[config.mk]
export PLATFORM = sky130hd
export DESIGN_NAME = bounded_vector_engine_core
export DESIGN_NICKNAME = d
export VERILOG_FILES = /design/src/hdl/bve_pkg.sv /design/src/hdl/bounded_vector_engine_core.sv /design/src/hdl/bve_datapath.sv /design/src/hdl/bve_ctrl.sv
export VERILOG_INCLUDE_DIRS = /design/src /design/src/hdl
export SDC_FILE = /design/constraint.sdc
export NUM_CORES = 2
export LEC_CHECK = 0
export CORE_MARGIN = 2
export CORE_UTILIZATION = 60
export CTS_CLUSTER_DIAMETER = 80
export CTS_CLUSTER_SIZE = 12
export DETAILED_ROUTE_END_ITERATION = 16
export DONT_BUFFER_PORTS = 1
export MAX_ROUTING_LAYER = met4
export PLACE_DENSITY = 0.75
export RECOVER_POWER = 100
export REMOVE_ABC_BUFFERS = 1
export SYNTH_ARGS = -nofsm -noshare
export SYNTH_HDL_FRONTEND = slang
export SYNTH_SLANG_ARGS = --single-unit
[constraint.sdc]
create_clock -name clk_i -period 9 [get_ports clk_i]
set_input_delay 2.7 -clock clk_i [delete_from_list [all_inputs] [get_ports clk_i]]
set_output_delay 2.7 -clock clk_i [all_outputs]
set_load 0.005 [all_outputs]
[src/hdl/bounded_vector_engine_core_assert.svh]
// Assertion macros used by the vector engine controller.
`ifndef BOUNDED_VECTOR_ENGINE_CORE_ASSERT_SVH
`define BOUNDED_VECTOR_ENGINE_CORE_ASSERT_SVH

// Implication checked on every rising clock edge outside reset.
`define BVE_ASSERT_IMP(label, clk, rst_n, ante, cons) \
  label: assert property (@(posedge clk) disable iff (!rst_n) (ante) |-> (cons)) \
    else $error("assertion failed");

// Condition that must hold on every rising clock edge outside reset.
`define BVE_ASSERT_ALWAYS(label, clk, rst_n, cond) \
  label: assert property (@(posedge clk) disable iff (!rst_n) (cond)) \
    else $error("assertion failed");

`endif

[src/hdl/bve_pkg.sv]
package bve_pkg;

  localparam int unsigned Capacity = 64;
  localparam int unsigned AddrW    = $clog2(Capacity);
  localparam int unsigned CntW     = $clog2(Capacity + 1);

  localparam logic [3:0] ReqPush   = 4'd0;
  localparam logic [3:0] ReqInsert = 4'd1;
  localparam logic [3:0] ReqEraseAt = 4'd2;
  localparam logic [3:0] ReqEraseVal = 4'd3;
  localparam logic [3:0] ReqEraseIf = 4'd4;
  localparam logic [3:0] ReqResize = 4'd5;
  localparam logic [3:0] ReqClear  = 4'd6;
  localparam logic [3:0] ReqPop    = 4'd7;
  localparam logic [3:0] ReqSort   = 4'd8;
  localparam logic [3:0] ReqRead   = 4'd9;

  localparam logic [1:0] StOk    = 2'd0;
  localparam logic [1:0] StFull  = 2'd1;
  localparam logic [1:0] StPos   = 2'd2;
  localparam logic [1:0] StEmpty = 2'd3;

  // Datapath operations driven by the controller.
  typedef enum logic [2:0] {
    OpNone,
    OpRead,      // rd address -> read register
    OpWrite,     // write wr data at wr address
    OpCompact,   // conditional write of the read word at the compaction pointer
    OpMove       // write the read word at the wr address
  } bve_op_e;

  typedef struct packed {
    bve_op_e            op;
    logic [AddrW-1:0]   rd_addr;
    logic [AddrW-1:0]   wr_addr;
    logic               wr_zero;   // write zero instead of the input value
    logic               wr_tmp;    // write the held sort key word
    logic               load_tmp;  // capture read word as sort key word
  } bve_cmd_t;

  typedef struct packed {
    logic        rd_drop;   // read word matches erase criterion
    logic        rd_gt_tmp; // read word key above held key
    logic [31:0] rd_word;   // read word as seen by the current mode
  } bve_stat_t;

  function automatic logic [31:0] sext8(input logic [31:0] w);
    return {{24{w[7]}}, w[7:0]};
  endfunction

  function automatic logic vowel_hit(input logic [7:0] b);
    return b == 8'h61 || b == 8'h65 || b == 8'h69 || b == 8'h6f || b == 8'h75 ||
           b == 8'h79 || b == 8'h41 || b == 8'h45 || b == 8'h49 || b == 8'h4f ||
           b == 8'h55 || b == 8'h59;
  endfunction

endpackage

[src/hdl/bounded_vector_engine_core.sv]
// Ordered vector store of up to 64 signed 32-bit elements.
// Input channel: in_valid_i / in_stall_o with req_type_i, position_i, value_i.
// Output channel: out_valid_o / out_stall_i with status_o, count_o, element_o,
// removed_o; one result beat per request, held stable while stalled.
// Configuration: APB register 0 (byte address 0) holds element_mode.
// Clear, pop, shrinking resize and rejected requests go from idle straight to the
// result; push and insert shift the tail up one word at a time; erase walks read
// and compact the tail; zero fill writes one word at a time; read goes through the
// read register; sort is insertion sort, comparing and moving one word at a time.
// One request is handled at a time; the next is taken once the result has left.
// Reset empties the store (count zero) and sets integer mode.
// A stall on the output holds the result and holds off new requests.
module bounded_vector_engine_core (
  input  logic        clk_i,
  input  logic        rst_ni,
  input  logic        in_valid_i,
  output logic        in_stall_o,
  input  logic [3:0]  req_type_i,
  input  logic [6:0]  position_i,
  input  logic [31:0] value_i,
  output logic        out_valid_o,
  input  logic        out_stall_i,
  output logic [1:0]  status_o,
  output logic [6:0]  count_o,
  output logic [31:0] element_o,
  output logic [6:0]  removed_o,
  input  logic        psel,
  input  logic        penable,
  input  logic        pwrite,
  input  logic [0:0]  paddr,
  input  logic [31:0] pwdata,
  output logic [31:0] prdata,
  output logic        pready
);

  logic               mode_q;
  logic [31:0]        val_q;
  logic               is_ev;
  bve_pkg::bve_cmd_t  cmd;
  bve_pkg::bve_stat_t stat;

  // Mode register.
  always_ff @(posedge clk_i or negedge rst_ni) begin
    if (!rst_ni) begin
      mode_q <= 1'b0;
    end else if (psel && penable && pwrite && paddr == 1'b0) begin
      mode_q <= pwdata[0];
    end
  end
  assign pready = 1'b1;
  assign prdata = {31'd0, mode_q};

  // Hold the value of the accepted beat for the whole request.
  always_ff @(posedge clk_i) begin
    if (in_valid_i && !in_stall_o) begin
      val_q <= value_i;
    end
  end

  bve_ctrl u_ctrl (
    .clk_i, .rst_ni, .in_valid_i, .in_stall_o, .req_type_i, .position_i,
    .out_valid_o, .out_stall_i, .status_o, .count_o, .element_o, .removed_o,
    .is_erase_val_o(is_ev), .cmd_o(cmd), .stat_i(stat)
  );

  bve_datapath u_dp (
    .clk_i, .mode_i(mode_q), .is_erase_val_i(is_ev), .value_i(val_q),
    .cmd_i(cmd), .stat_o(stat)
  );

endmodule

[src/hdl/bve_datapath.sv]
module bve_datapath (
  input  logic                clk_i,
  input  logic                mode_i,
  input  logic                is_erase_val_i,
  input  logic [31:0]         value_i,
  input  bve_pkg::bve_cmd_t   cmd_i,
  output bve_pkg::bve_stat_t  stat_o
);

  logic [31:0] mem [bve_pkg::Capacity];
  logic [31:0] rd_q;
  logic [31:0] tmp_q;
  logic [31:0] wdata;
  logic [31:0] rd_view, tmp_view, val_view;
  logic        wen;

  // Choose the word to write.
  always_comb begin
    wen   = 1'b0;
    wdata = rd_q;
    unique case (cmd_i.op)
      bve_pkg::OpWrite: begin
        wen = 1'b1;
        if (cmd_i.wr_zero) begin
          wdata = '0;
        end else if (cmd_i.wr_tmp) begin
          wdata = tmp_q;
        end else begin
          wdata = mode_i ? bve_pkg::sext8(value_i) : value_i;
        end
      end
      bve_pkg::OpCompact: wen = !stat_o.rd_drop;
      bve_pkg::OpMove:    wen = 1'b1;
      default:            wen = 1'b0;
    endcase
  end

  // Store and registered read.
  always_ff @(posedge clk_i) begin
    if (wen) begin
      mem[cmd_i.wr_addr] <= wdata;
    end
    rd_q <= mem[cmd_i.rd_addr];
    if (cmd_i.load_tmp) begin
      tmp_q <= mem[cmd_i.rd_addr];
    end
  end

  // Compare under the current mode, in signed order.
  assign rd_view  = mode_i ? bve_pkg::sext8(rd_q) : rd_q;
  assign tmp_view = mode_i ? bve_pkg::sext8(tmp_q) : tmp_q;
  assign val_view = mode_i ? bve_pkg::sext8(value_i) : value_i;

  assign stat_o.rd_word   = rd_view;
  assign stat_o.rd_gt_tmp = $signed(rd_view) > $signed(tmp_view);
  assign stat_o.rd_drop   = is_erase_val_i ? (rd_view == val_view)
                          : (mode_i ? bve_pkg::vowel_hit(rd_q[7:0]) : !rd_q[0]);

endmodule

[src/hdl/bve_ctrl.sv]
`include "bounded_vector_engine_core_assert.svh"
module bve_ctrl (
  input  logic                     clk_i,
  input  logic                     rst_ni,
  input  logic                     in_valid_i,
  output logic                     in_stall_o,
  input  logic [3:0]               req_type_i,
  input  logic [6:0]               position_i,
  output logic                     out_valid_o,
  input  logic                     out_stall_i,
  output logic [1:0]               status_o,
  output logic [6:0]               count_o,
  output logic [31:0]              element_o,
  output logic [6:0]               removed_o,
  output logic                     is_erase_val_o,
  output bve_pkg::bve_cmd_t        cmd_o,
  input  bve_pkg::bve_stat_t       stat_i
);

  localparam logic [2:0] S_IDLE  = 3'd0;
  localparam logic [2:0] S_SHUP  = 3'd1;  // shift tail up
  localparam logic [2:0] S_SHDN  = 3'd2;  // shift tail down / compact
  localparam logic [2:0] S_FILL  = 3'd3;  // zero fill
  localparam logic [2:0] S_SORTO = 3'd4;  // sort: load key
  localparam logic [2:0] S_SORTI = 3'd5;  // sort: inner walk
  localparam logic [2:0] S_READ  = 3'd6;
  localparam logic [2:0] S_OUT   = 3'd7;

  localparam int unsigned AW = bve_pkg::AddrW;
  localparam int unsigned CW = bve_pkg::CntW;

  logic [2:0]    state_q, state_d;
  logic [CW-1:0] cnt_q, cnt_d;
  logic [CW-1:0] i_q, i_d;     // walk index
  logic [CW-1:0] j_q, j_d;     // compaction / insertion index
  logic [CW-1:0] end_q, end_d;
  logic          pend_q, pend_d; // a read is in flight
  logic [3:0]    req_q, req_d;
  logic [1:0]    st_q, st_d;
  logic [31:0]   el_q, el_d;
  logic [6:0]    rm_q, rm_d;
  logic          ov_q, ov_d;

  assign in_stall_o     = state_q != S_IDLE || ov_q;
  assign out_valid_o    = ov_q;
  assign status_o       = st_q;
  assign count_o        = 7'(cnt_q);
  assign element_o      = el_q;
  assign removed_o      = rm_q;
  assign is_erase_val_o = req_q == bve_pkg::ReqEraseVal;

  always_comb begin
    logic [CW-1:0] pos;
    pos      = CW'(position_i);
    state_d  = state_q;
    cnt_d    = cnt_q;
    i_d      = i_q;
    j_d      = j_q;
    end_d    = end_q;
    pend_d   = 1'b0;
    req_d    = req_q;
    st_d     = st_q;
    el_d     = el_q;
    rm_d     = rm_q;
    ov_d     = ov_q && out_stall_i;
    cmd_o    = '0;
    cmd_o.op = bve_pkg::OpNone;
    unique case (state_q)
      S_IDLE: begin
        if (in_valid_i && !ov_q) begin
          req_d = req_type_i;
          st_d  = bve_pkg::StOk;
          el_d  = '0;
          rm_d  = '0;
          state_d = S_OUT;
          unique case (req_type_i)
            bve_pkg::ReqPush, bve_pkg::ReqInsert: begin
              if (req_type_i == bve_pkg::ReqPush) pos = cnt_q;
              if (7'(position_i) > 7'(cnt_q) && req_type_i == bve_pkg::ReqInsert) begin
                st_d = bve_pkg::StPos;
              end else if (cnt_q >= CW'(bve_pkg::Capacity)) begin
                st_d = bve_pkg::StFull;
              end else begin
                i_d = cnt_q; j_d = pos; state_d = S_SHUP;
              end
            end
            bve_pkg::ReqEraseAt: begin
              if (7'(position_i) >= 7'(cnt_q)) st_d = bve_pkg::StPos;
              else begin
                i_d = pos + 1'b1; j_d = pos; end_d = cnt_q;
                rm_d = 7'd1; state_d = S_SHDN;
              end
            end
            bve_pkg::ReqEraseVal, bve_pkg::ReqEraseIf: begin
              i_d = '0; j_d = '0; end_d = cnt_q; state_d = S_SHDN;
            end
            bve_pkg::ReqResize: begin
              if (position_i > 7'(bve_pkg::Capacity)) st_d = bve_pkg::StPos;
              else if (pos < cnt_q) begin
                rm_d = 7'(cnt_q - pos); cnt_d = pos;
              end else begin
                i_d = cnt_q; end_d = pos; state_d = S_FILL;
              end
            end
            bve_pkg::ReqClear: begin
              rm_d = 7'(cnt_q); cnt_d = '0;
            end
            bve_pkg::ReqPop: begin
              if (cnt_q == '0) st_d = bve_pkg::StEmpty;
              else begin cnt_d = cnt_q - 1'b1; rm_d = 7'd1; end
            end
            bve_pkg::ReqSort: begin
              i_d = CW'(1); state_d = S_SORTO;
            end
            bve_pkg::ReqRead: begin
              if (7'(position_i) >= 7'(cnt_q)) st_d = bve_pkg::StPos;
              else begin
                cmd_o.op = bve_pkg::OpRead; cmd_o.rd_addr = AW'(pos);
                state_d = S_READ;
              end
            end
            default: ;
          endcase
        end
      end
      // Move one word up at a time: read i-1, then write at i.
      S_SHUP: begin
        if (i_q == j_q) begin
          cmd_o.op = bve_pkg::OpWrite; cmd_o.wr_addr = AW'(j_q);
          cnt_d = cnt_q + 1'b1; state_d = S_OUT;
        end else if (!pend_q) begin
          cmd_o.rd_addr = AW'(i_q - 1'b1); pend_d = 1'b1;
        end else begin
          cmd_o.op = bve_pkg::OpMove; cmd_o.wr_addr = AW'(i_q);
          i_d = i_q - 1'b1;
        end
      end
      // Walk reads from i, write survivors at j.
      S_SHDN: begin
        if (!pend_q) begin
          if (i_q >= end_q) begin
            if (req_q != bve_pkg::ReqEraseAt) rm_d = 7'(cnt_q - j_q);
            cnt_d = j_q; state_d = S_OUT;
          end else begin
            cmd_o.rd_addr = AW'(i_q); pend_d = 1'b1;
          end
        end else begin
          cmd_o.wr_addr = AW'(j_q);
          i_d = i_q + 1'b1;
          if (req_q == bve_pkg::ReqEraseAt) begin
            cmd_o.op = bve_pkg::OpMove; j_d = j_q + 1'b1;
          end else begin
            cmd_o.op = bve_pkg::OpCompact;
            if (!stat_i.rd_drop) j_d = j_q + 1'b1;
          end
        end
      end
      S_FILL: begin
        if (i_q >= end_q) begin
          cnt_d = end_q; state_d = S_OUT;
        end else begin
          cmd_o.op = bve_pkg::OpWrite; cmd_o.wr_zero = 1'b1;
          cmd_o.wr_addr = AW'(i_q); i_d = i_q + 1'b1;
        end
      end
      // Insertion sort: load key at i, walk j down.
      S_SORTO: begin
        if (i_q >= cnt_q) state_d = S_OUT;
        else begin
          cmd_o.rd_addr = AW'(i_q); cmd_o.load_tmp = 1'b1;
          j_d = i_q; state_d = S_SORTI;
        end
      end
      S_SORTI: begin
        if (!pend_q) begin
          if (j_q == '0) begin
            cmd_o.op = bve_pkg::OpWrite; cmd_o.wr_tmp = 1'b1;
            cmd_o.wr_addr = AW'(j_q); i_d = i_q + 1'b1; state_d = S_SORTO;
          end else begin
            cmd_o.rd_addr = AW'(j_q - 1'b1); pend_d = 1'b1;
          end
        end else if (stat_i.rd_gt_tmp) begin
          cmd_o.op = bve_pkg::OpMove; cmd_o.wr_addr = AW'(j_q);
          j_d = j_q - 1'b1;
        end else begin
          cmd_o.op = bve_pkg::OpWrite; cmd_o.wr_tmp = 1'b1;
          cmd_o.wr_addr = AW'(j_q); i_d = i_q + 1'b1; state_d = S_SORTO;
        end
      end
      S_READ: begin
        el_d = stat_i.rd_word; state_d = S_OUT;
      end
      S_OUT: begin
        ov_d = 1'b1; state_d = S_IDLE;
      end
      default: state_d = S_IDLE;
    endcase
  end

  always_ff @(posedge clk_i or negedge rst_ni) begin
    if (!rst_ni) begin
      state_q <= S_IDLE;
      cnt_q   <= '0;
      pend_q  <= 1'b0;
      ov_q    <= 1'b0;
      req_q   <= '0;
    end else begin
      state_q <= state_d;
      cnt_q   <= cnt_d;
      pend_q  <= pend_d;
      ov_q    <= ov_d;
      req_q   <= req_d;
    end
  end

  always_ff @(posedge clk_i) begin
    i_q   <= i_d;
    j_q   <= j_d;
    end_q <= end_d;
    st_q  <= st_d;
    el_q  <= el_d;
    rm_q  <= rm_d;
  end

  `BVE_ASSERT_ALWAYS(a_cnt_cap, clk_i, rst_ni, cnt_q <= CW'(bve_pkg::Capacity))
  `BVE_ASSERT_IMP(a_busy_no_out, clk_i, rst_ni, state_q != S_IDLE, !ov_q)
  `BVE_ASSERT_IMP(a_out_from_done, clk_i, rst_ni, $rose(ov_q), $past(state_q) == S_OUT)

endmodule
[Word-level counts from Yosys, hierarchy flattened]
Memories as Yosys holds them, arrays and structs flattened.
Cells that the tools add are included.
Word-level totals
  bits in writable memories: 2048
  register bits after elaboration: 175
  memories: 1
  input port bits: 83
Operators by class
  add/subtract/negate cells: 9
  reductions and logical operators: 46
  eq/ne operators: 65
  order comparisons: 8
  muxes and demuxes: 129
  bitwise gates (word level): 1
Memory list
  u_dp.mem: words 64, width 32, read ports 1, clocked after Yosys merged registers in 0, write ports 1, line bve_datapath.sv:10  | logic [31:0] mem [bve_pkg::Capacity];
Operators by type and width (number)
  $mux 7: 43
  $mux 32: 7
  $eq 8x7->1 const B: 12
  $pmux 7 s4: 3
  $mux 6: 12
  $pmux 7 s5: 2
  $pmux 32 s2: 1
  $pmux 7 s3: 3
  $mux 3: 18
  $eq 32x32->1: 1
  $gt 32x32->1: 1
  $pmux 6 s5: 1
  $add 7x1->7 const B: 4
  $ne 3x3->1 const B: 8
  $pmux 3 s8: 1
  $pmux 6 s4: 1
  $mux 1: 22
  $ge 7x7->1: 3
  $sub 7x1->7 const B: 3
  $mux 9: 2
  $pmux 3 s6: 1
  $eq 4x2->1 const B: 4
  $eq 4x3->1 const B: 4
  $ne 2x1->1 const B: 8
  other kinds (41): 93

[Longest topological paths before layout]
  word-level depth: 18
  mapped depth: 19
  gate-level depth less buffers: 14

[Hierarchy]
Synthesis repeated with hierarchy kept, for this count alone.
Second synthesis, totals
  cells, all modules: 4679
  area, all modules: 89689.8 µm²
By module, submodules not included
  bve_datapath: cells each 3890, times used 1, area an instance 81841.0 µm²
  bve_ctrl: cells each 718, times used 1, area an instance 6581.3 µm²
  bounded_vector_engine_core: cells each 71, times used 1, area an instance 1267.5 µm²

[Least setup slack after synthesis]
OpenSTA, ideal clock, no wires.
  path type: in2reg
  from: input port position_i[4]
  to: memory u_dp.mem[36][0] (enable)
  library setup time: 0.461 ns
  required time: 8.539 ns
  stages: 10
  slack: 1.498 ns
  arrival: 7.041 ns
  cell sequence: clkbuf_1 inv_1 ha_1 nand4_1 or3_4 o21ai_4 nor3_4 o21ai_0 nand2_1 nor3_1
On the way
  longest elaborated chain between the ends: 10
  elaborated cells on any way between the ends: 12
  classes of those cells: 1 x order compare; 3 x eq/ne; 7 x mux; 1 x reduce/logical
RTL lines
  start, declared: line bounded_vector_engine_core.sv:19  | input logic [6:0] position_i,
  $ge 7x7->1 (*): line bve_ctrl.sv:116  | if (7'(position_i) >= 7'(cnt_q)) st_d = bve_pkg::StPos;
  $mux 7 (*): line bve_ctrl.sv:116
  $mux 9 (*): line bve_ctrl.sv:76  | unique case (req_type_i)
  $mux 9 (*): line bve_ctrl.sv:70  | if (in_valid_i && !ov_q) begin
  $pmux 3 s5 (*): line bve_ctrl.sv:68  | unique case (state_q)
  $eq 3x2->1 or $eq 3x3->1 (tied branches): line bve_datapath.sv:21  | unique case (cmd_i.op)
  $reduce_or 2->1 (no line)
  $pmux 1 s2 (*): line bve_datapath.sv:21
  $mux 1 (*): line bve_datapath.sv:40  | if (wen) begin
  $mux 1 (not written as such) (*): line bve_datapath.sv:41  | mem[cmd_i.wr_addr] <= wdata;
  end, declared: line bve_datapath.sv:10
Every way passes the cells marked *; elsewhere a longest branch is shown, timed or not.

==> results.tsv <==
stage	metric	value	unit
pwr	power_leakage	35.7	nW
synthesis	synth_seq_area_share	73.9	%
sta	grt_setup_unrepaired	false	
floorplanning	start_util	60.6	%
min_path	hold-path-endpoint	u_ctrl.req_q[0]$_DFFE_PN0P_	
critical_path	r2r_start	u_dp.rd_q[7]$_DFF_P_	
pwr	pwr-share-clk	19.7	%
clock_tree	post_cts_buffers	0	
cells_and_area	drive_above_1_share	9.90	%
critical_path	reg2reg_slack	0.90	ns
job	cap_violations	68	
critical_path	path_max_fanout	32	
sta	fin_ws	0.899	ns
sta	hold_viol_final	0	
synthesis	yosys-top-cells-area	edfxtp_1 (73%), mux2i_1 (8.7%), o22ai_1 (3.1%)	
pwr	vdd_ir_drop_max	0.677	mV
synthesis	async_flop_share	0.765	%
global_routing	antenna_found_initial	4	
synthesis	synth_warnings	0	
cells_and_area	final_design_area_no_fill	0.0980	mm²
clock_tree	cts-buffers-inserted	203	
clock_tree	cts_resized	0	
critical_path	ff2ff_path_depth	15	
pwr	netSwitchingFraction	38.9	%
sta	min_period	8.10	ns
synthesis	synth_top_cell_area_share	72.7	%
synthesis	yosysUniqueCellTypes	84	
synthesis	synth_compound_area_share	6.87	%
placed_design	routabilityCongestion	0.972	
critical_path	cp.arrival	8.52	ns
critical_path	cp_top_family	simple AND/OR/NAND/NOR gates	
pwr	power.switching	15.1	mW
global_routing	overflow	0	
placed_design	dp_hpwl	143000	µm
critical_path	path_cells	and2_0, a21oi_1, inv_1, ha_1, nand3_1, nor2_1, nand2_1, nor3_1, a21boi_0, o21ai_0, or3b_1, nor4bb_1, clkbuf_1, nor3_1, clkbuf_2	
pwr	intPower	23.7	mW
critical_path	worst_path_max_delay_cell	and2_0	
placed_design	placed_area	0.0930	mm²
min_path	hold_depth	2	
drt	first_pass_iters	8	
placed_design	io_buffers	0	
cells_and_area	nets	5556	
synthesis	syn-instance-count	5323	
clock_tree	clk_pin_slew_worst_paths	0.06	ns
run_status	outcome	finished, violations left	
sta	setup_violations	0	
pwr	p_per_area	395	mW/mm²
synthesis	synthTopCellsByCount	edfxtp_1 (2174), mux2i_1 (781), o22ai_1 (438), nand2_1 (187), o21ai_0 (163)	
cells_and_area	area_delta_synth_final	9.10	%
placed_design	dp_cells	7127	
pwr	comb_power_share	41.7	%
floorplanning	io_pins	166	
global_routing	grt_pass1_wl	348000	µm
synthesis	synthXorXnorAreaFrac	0.683	%
critical_path	start_kind	flop	
clock_tree	cts_root_buffer	clkbuf_16	
cells_and_area	layoutNonFillerInstCount	7390	
drt	wirelength	246000	µm
drt	drcViolationCount	0	
min_path	hp-class	flop to flop	
clock_tree	clockBufferDepth	3	
synthesis	synth_top_family_by_area	multiplexers	
synthesis	synth_mux_area_share	11.6	%
floorplanning	die_area	0.153	mm²
drt	final_antenna_net_count	0	
drt	vias	51000	
min_path	worstHoldStart	u_ctrl.req_q[0]$_DFFE_PN0P_	
pwr	seqPwrFrac	38.6	%
floorplanning	core-area	0.148	mm²
sta	fmax	123	MHz
clock_tree	tritoncts	built	
synthesis	synth-seq-cells	2223	
drt	viasPerCell	6.90	
run_status	violations	max-capacitance violations, max-slew violations	
global_routing	grt_usage	33.1	%
synthesis	synth_edf_count	2174	
critical_path	worstSetupPathType	flop to flop	
global_routing	grt_max_degree	97	
drt	drtIter0Drc	7462	
synthesis	synth_ff_type	edfxtp_1	
drt	route.detailed.wl_per_inst	33.3	µm
synthesis	synth_most_common_cell	edfxtp_1	
critical_path	crit_path_max_incr_delay	1.29	ns
critical_path	cp.required	9.42	ns
critical_path	critPathBufInv	3	
critical_path	cpMostUsedCell	nor3_1	
clock_tree	htree_num_levels	4	
synthesis	synth.avg_cell_area	16.9	µm²
sta	timing.final.crit_share	90.0	%
sta	skew	0.0478	ns
floorplanning	core.rowCount	141	
sta	worstMarginPinSlew	3.63	ns
sta	holdWs	0.495	ns
synthesis	synthSimpleGateAreaFrac	3.66	%
synthesis	synth.largest_area_cell	edfxtp_1	
placed_design	dp_slack	1.10	ns
cells_and_area	fillCellCount	9744	
critical_path	reg2reg_to	u_dp.mem[3][15]$_DFFE_PP_	
global_routing	grt_pass1_vias	49700	
critical_path	cp-end-kind	flop	
floorplanning	die_w	391	µm
floorplanning	die_y	391	µm
clock_tree	cts_hold_buf	0	
clock_tree	clock-sinks	2223	
sta	slew_violations	2125	
cells_and_area	layout.area.seq	0.0663	mm²
cells_and_area	multi_input_area	0.0219	mm²
synthesis	yosys.area_share.adder	1.01	%
sta	slew_headroom	-143	%
clock_tree	clkLatencyLatePin	0.86	ns
synthesis	netlist_area	0.0898	mm²
[cell families after synthesis]
family / after synthesis
other cells: 2
fa+ha+maj: 71
compound gates: 959
simple gates: 657
flops: 2223
buf+inv: 435
mux: 906
xor+xnor: 70
[per-layer routing]
| metal | GRT usage (%) | share of wire (%) |
|---|---|---|
| met2 | 49.6 | 46 |
| met1 | 44.0 | 37 |
| met5 | - | 0 |
| met3 | 7.24 | 12 |
| met4 | 14.4 | 4.7 |
[worst register-to-register path: cells and delay by family, from the launching register on]
kind            cells  cell delay, ns
simple gates        8            4.15
buf+inv             3            1.67
compound gates      3            1.01
flops               1            0.57
fa+ha+maj           1            0.21
[power groups by stage]
stage	combinational (mW)	sequential (mW)	clock (mW)
floorplan	8.84	15.0	0
global placement	15.6	15.0	0
detailed placement	15.9	15.0	0
CTS	16.0	14.8	7.68
global route	16.8	15.0	8.06
finish	16.1	15.0	7.64
[flip-flops by register name (all words and copies together) (netlist names)]
register,count
mode_q,1
u_ctrl.count_o,7
u_ctrl.element_o,32
u_ctrl.end_q,7
u_ctrl.i_q,7
u_ctrl.j_q,7
u_ctrl.out_valid_o,1
u_ctrl.pend_q,1
u_ctrl.removed_o,7
u_ctrl.req_q,4
u_ctrl.state_q,3
u_ctrl.status_o,2
u_dp.mem,2048
u_dp.rd_q,32
u_dp.tmp_q,32
val_q,32
[worst max path at each step]
stage | slack, ns | start | to | cells after the start
finish | 0.90 | u_dp.rd_q[7]$_DFF_P_ | u_dp.mem[3][15]$_DFFE_PP_ | 15
global route | 0.88 | mode_q$_DFFE_PN0P_ | u_dp.mem[3][15]$_DFFE_PP_ | 15
CTS | 1.97 | position_i[4] | u_dp.tmp_q[15]$_DFFE_PP_ | 14
detailed placement | 1.10 | position_i[5] | u_dp.tmp_q[15]$_DFFE_PP_ | 14
global placement | 1.13 | position_i[4] | u_dp.tmp_q[15]$_DFFE_PP_ | 14
floorplan | -55.46 | u_ctrl.count_o[6]$_DFFE_PN0P_ | u_dp.tmp_q[0]$_DFFE_PP_ | 11
[area by class of cell]
cell class / instances / area share (%)
inverter: 96 / 0.368
sequential: 2223 / 67.7
clock inverter: 17 / 0.296
tap: 1930 / 2.46
timing repair buffer: 183 / 1.42
antenna: 6 / 0.0153
multi-input combinational: 2695 / 22.4
clock buffer: 240 / 5.35
[cell usage in the layout, fill, tap and decap left out, drive strengths merged, types with 34 or more instances in the layout]
cell type / instances
nand3: 72
inv: 100
mux4: 104
nor2: 133
o22ai: 438
buf: 119
nor3: 46
edfxtp: 2174
mux2i: 781
or3: 34
clkbuf: 304
o21ai: 176
nand2: 187
ha: 69
xnor2: 49
a22oi: 64
nor4: 67
a21oi: 96
a22o: 50
[stage by stage]
step                power (mW)  setup TNS (ns)  utilization (%)
finish                    38.7               0             66.1
global route              39.9               0             66.1
CTS                       38.5               0             66.5
detailed placement        30.9               0             62.7
global placement          30.5               0             62.7
floorplan                 23.9        -3517.27                -
No activity file was read; power rests on OpenSTA's default activity.
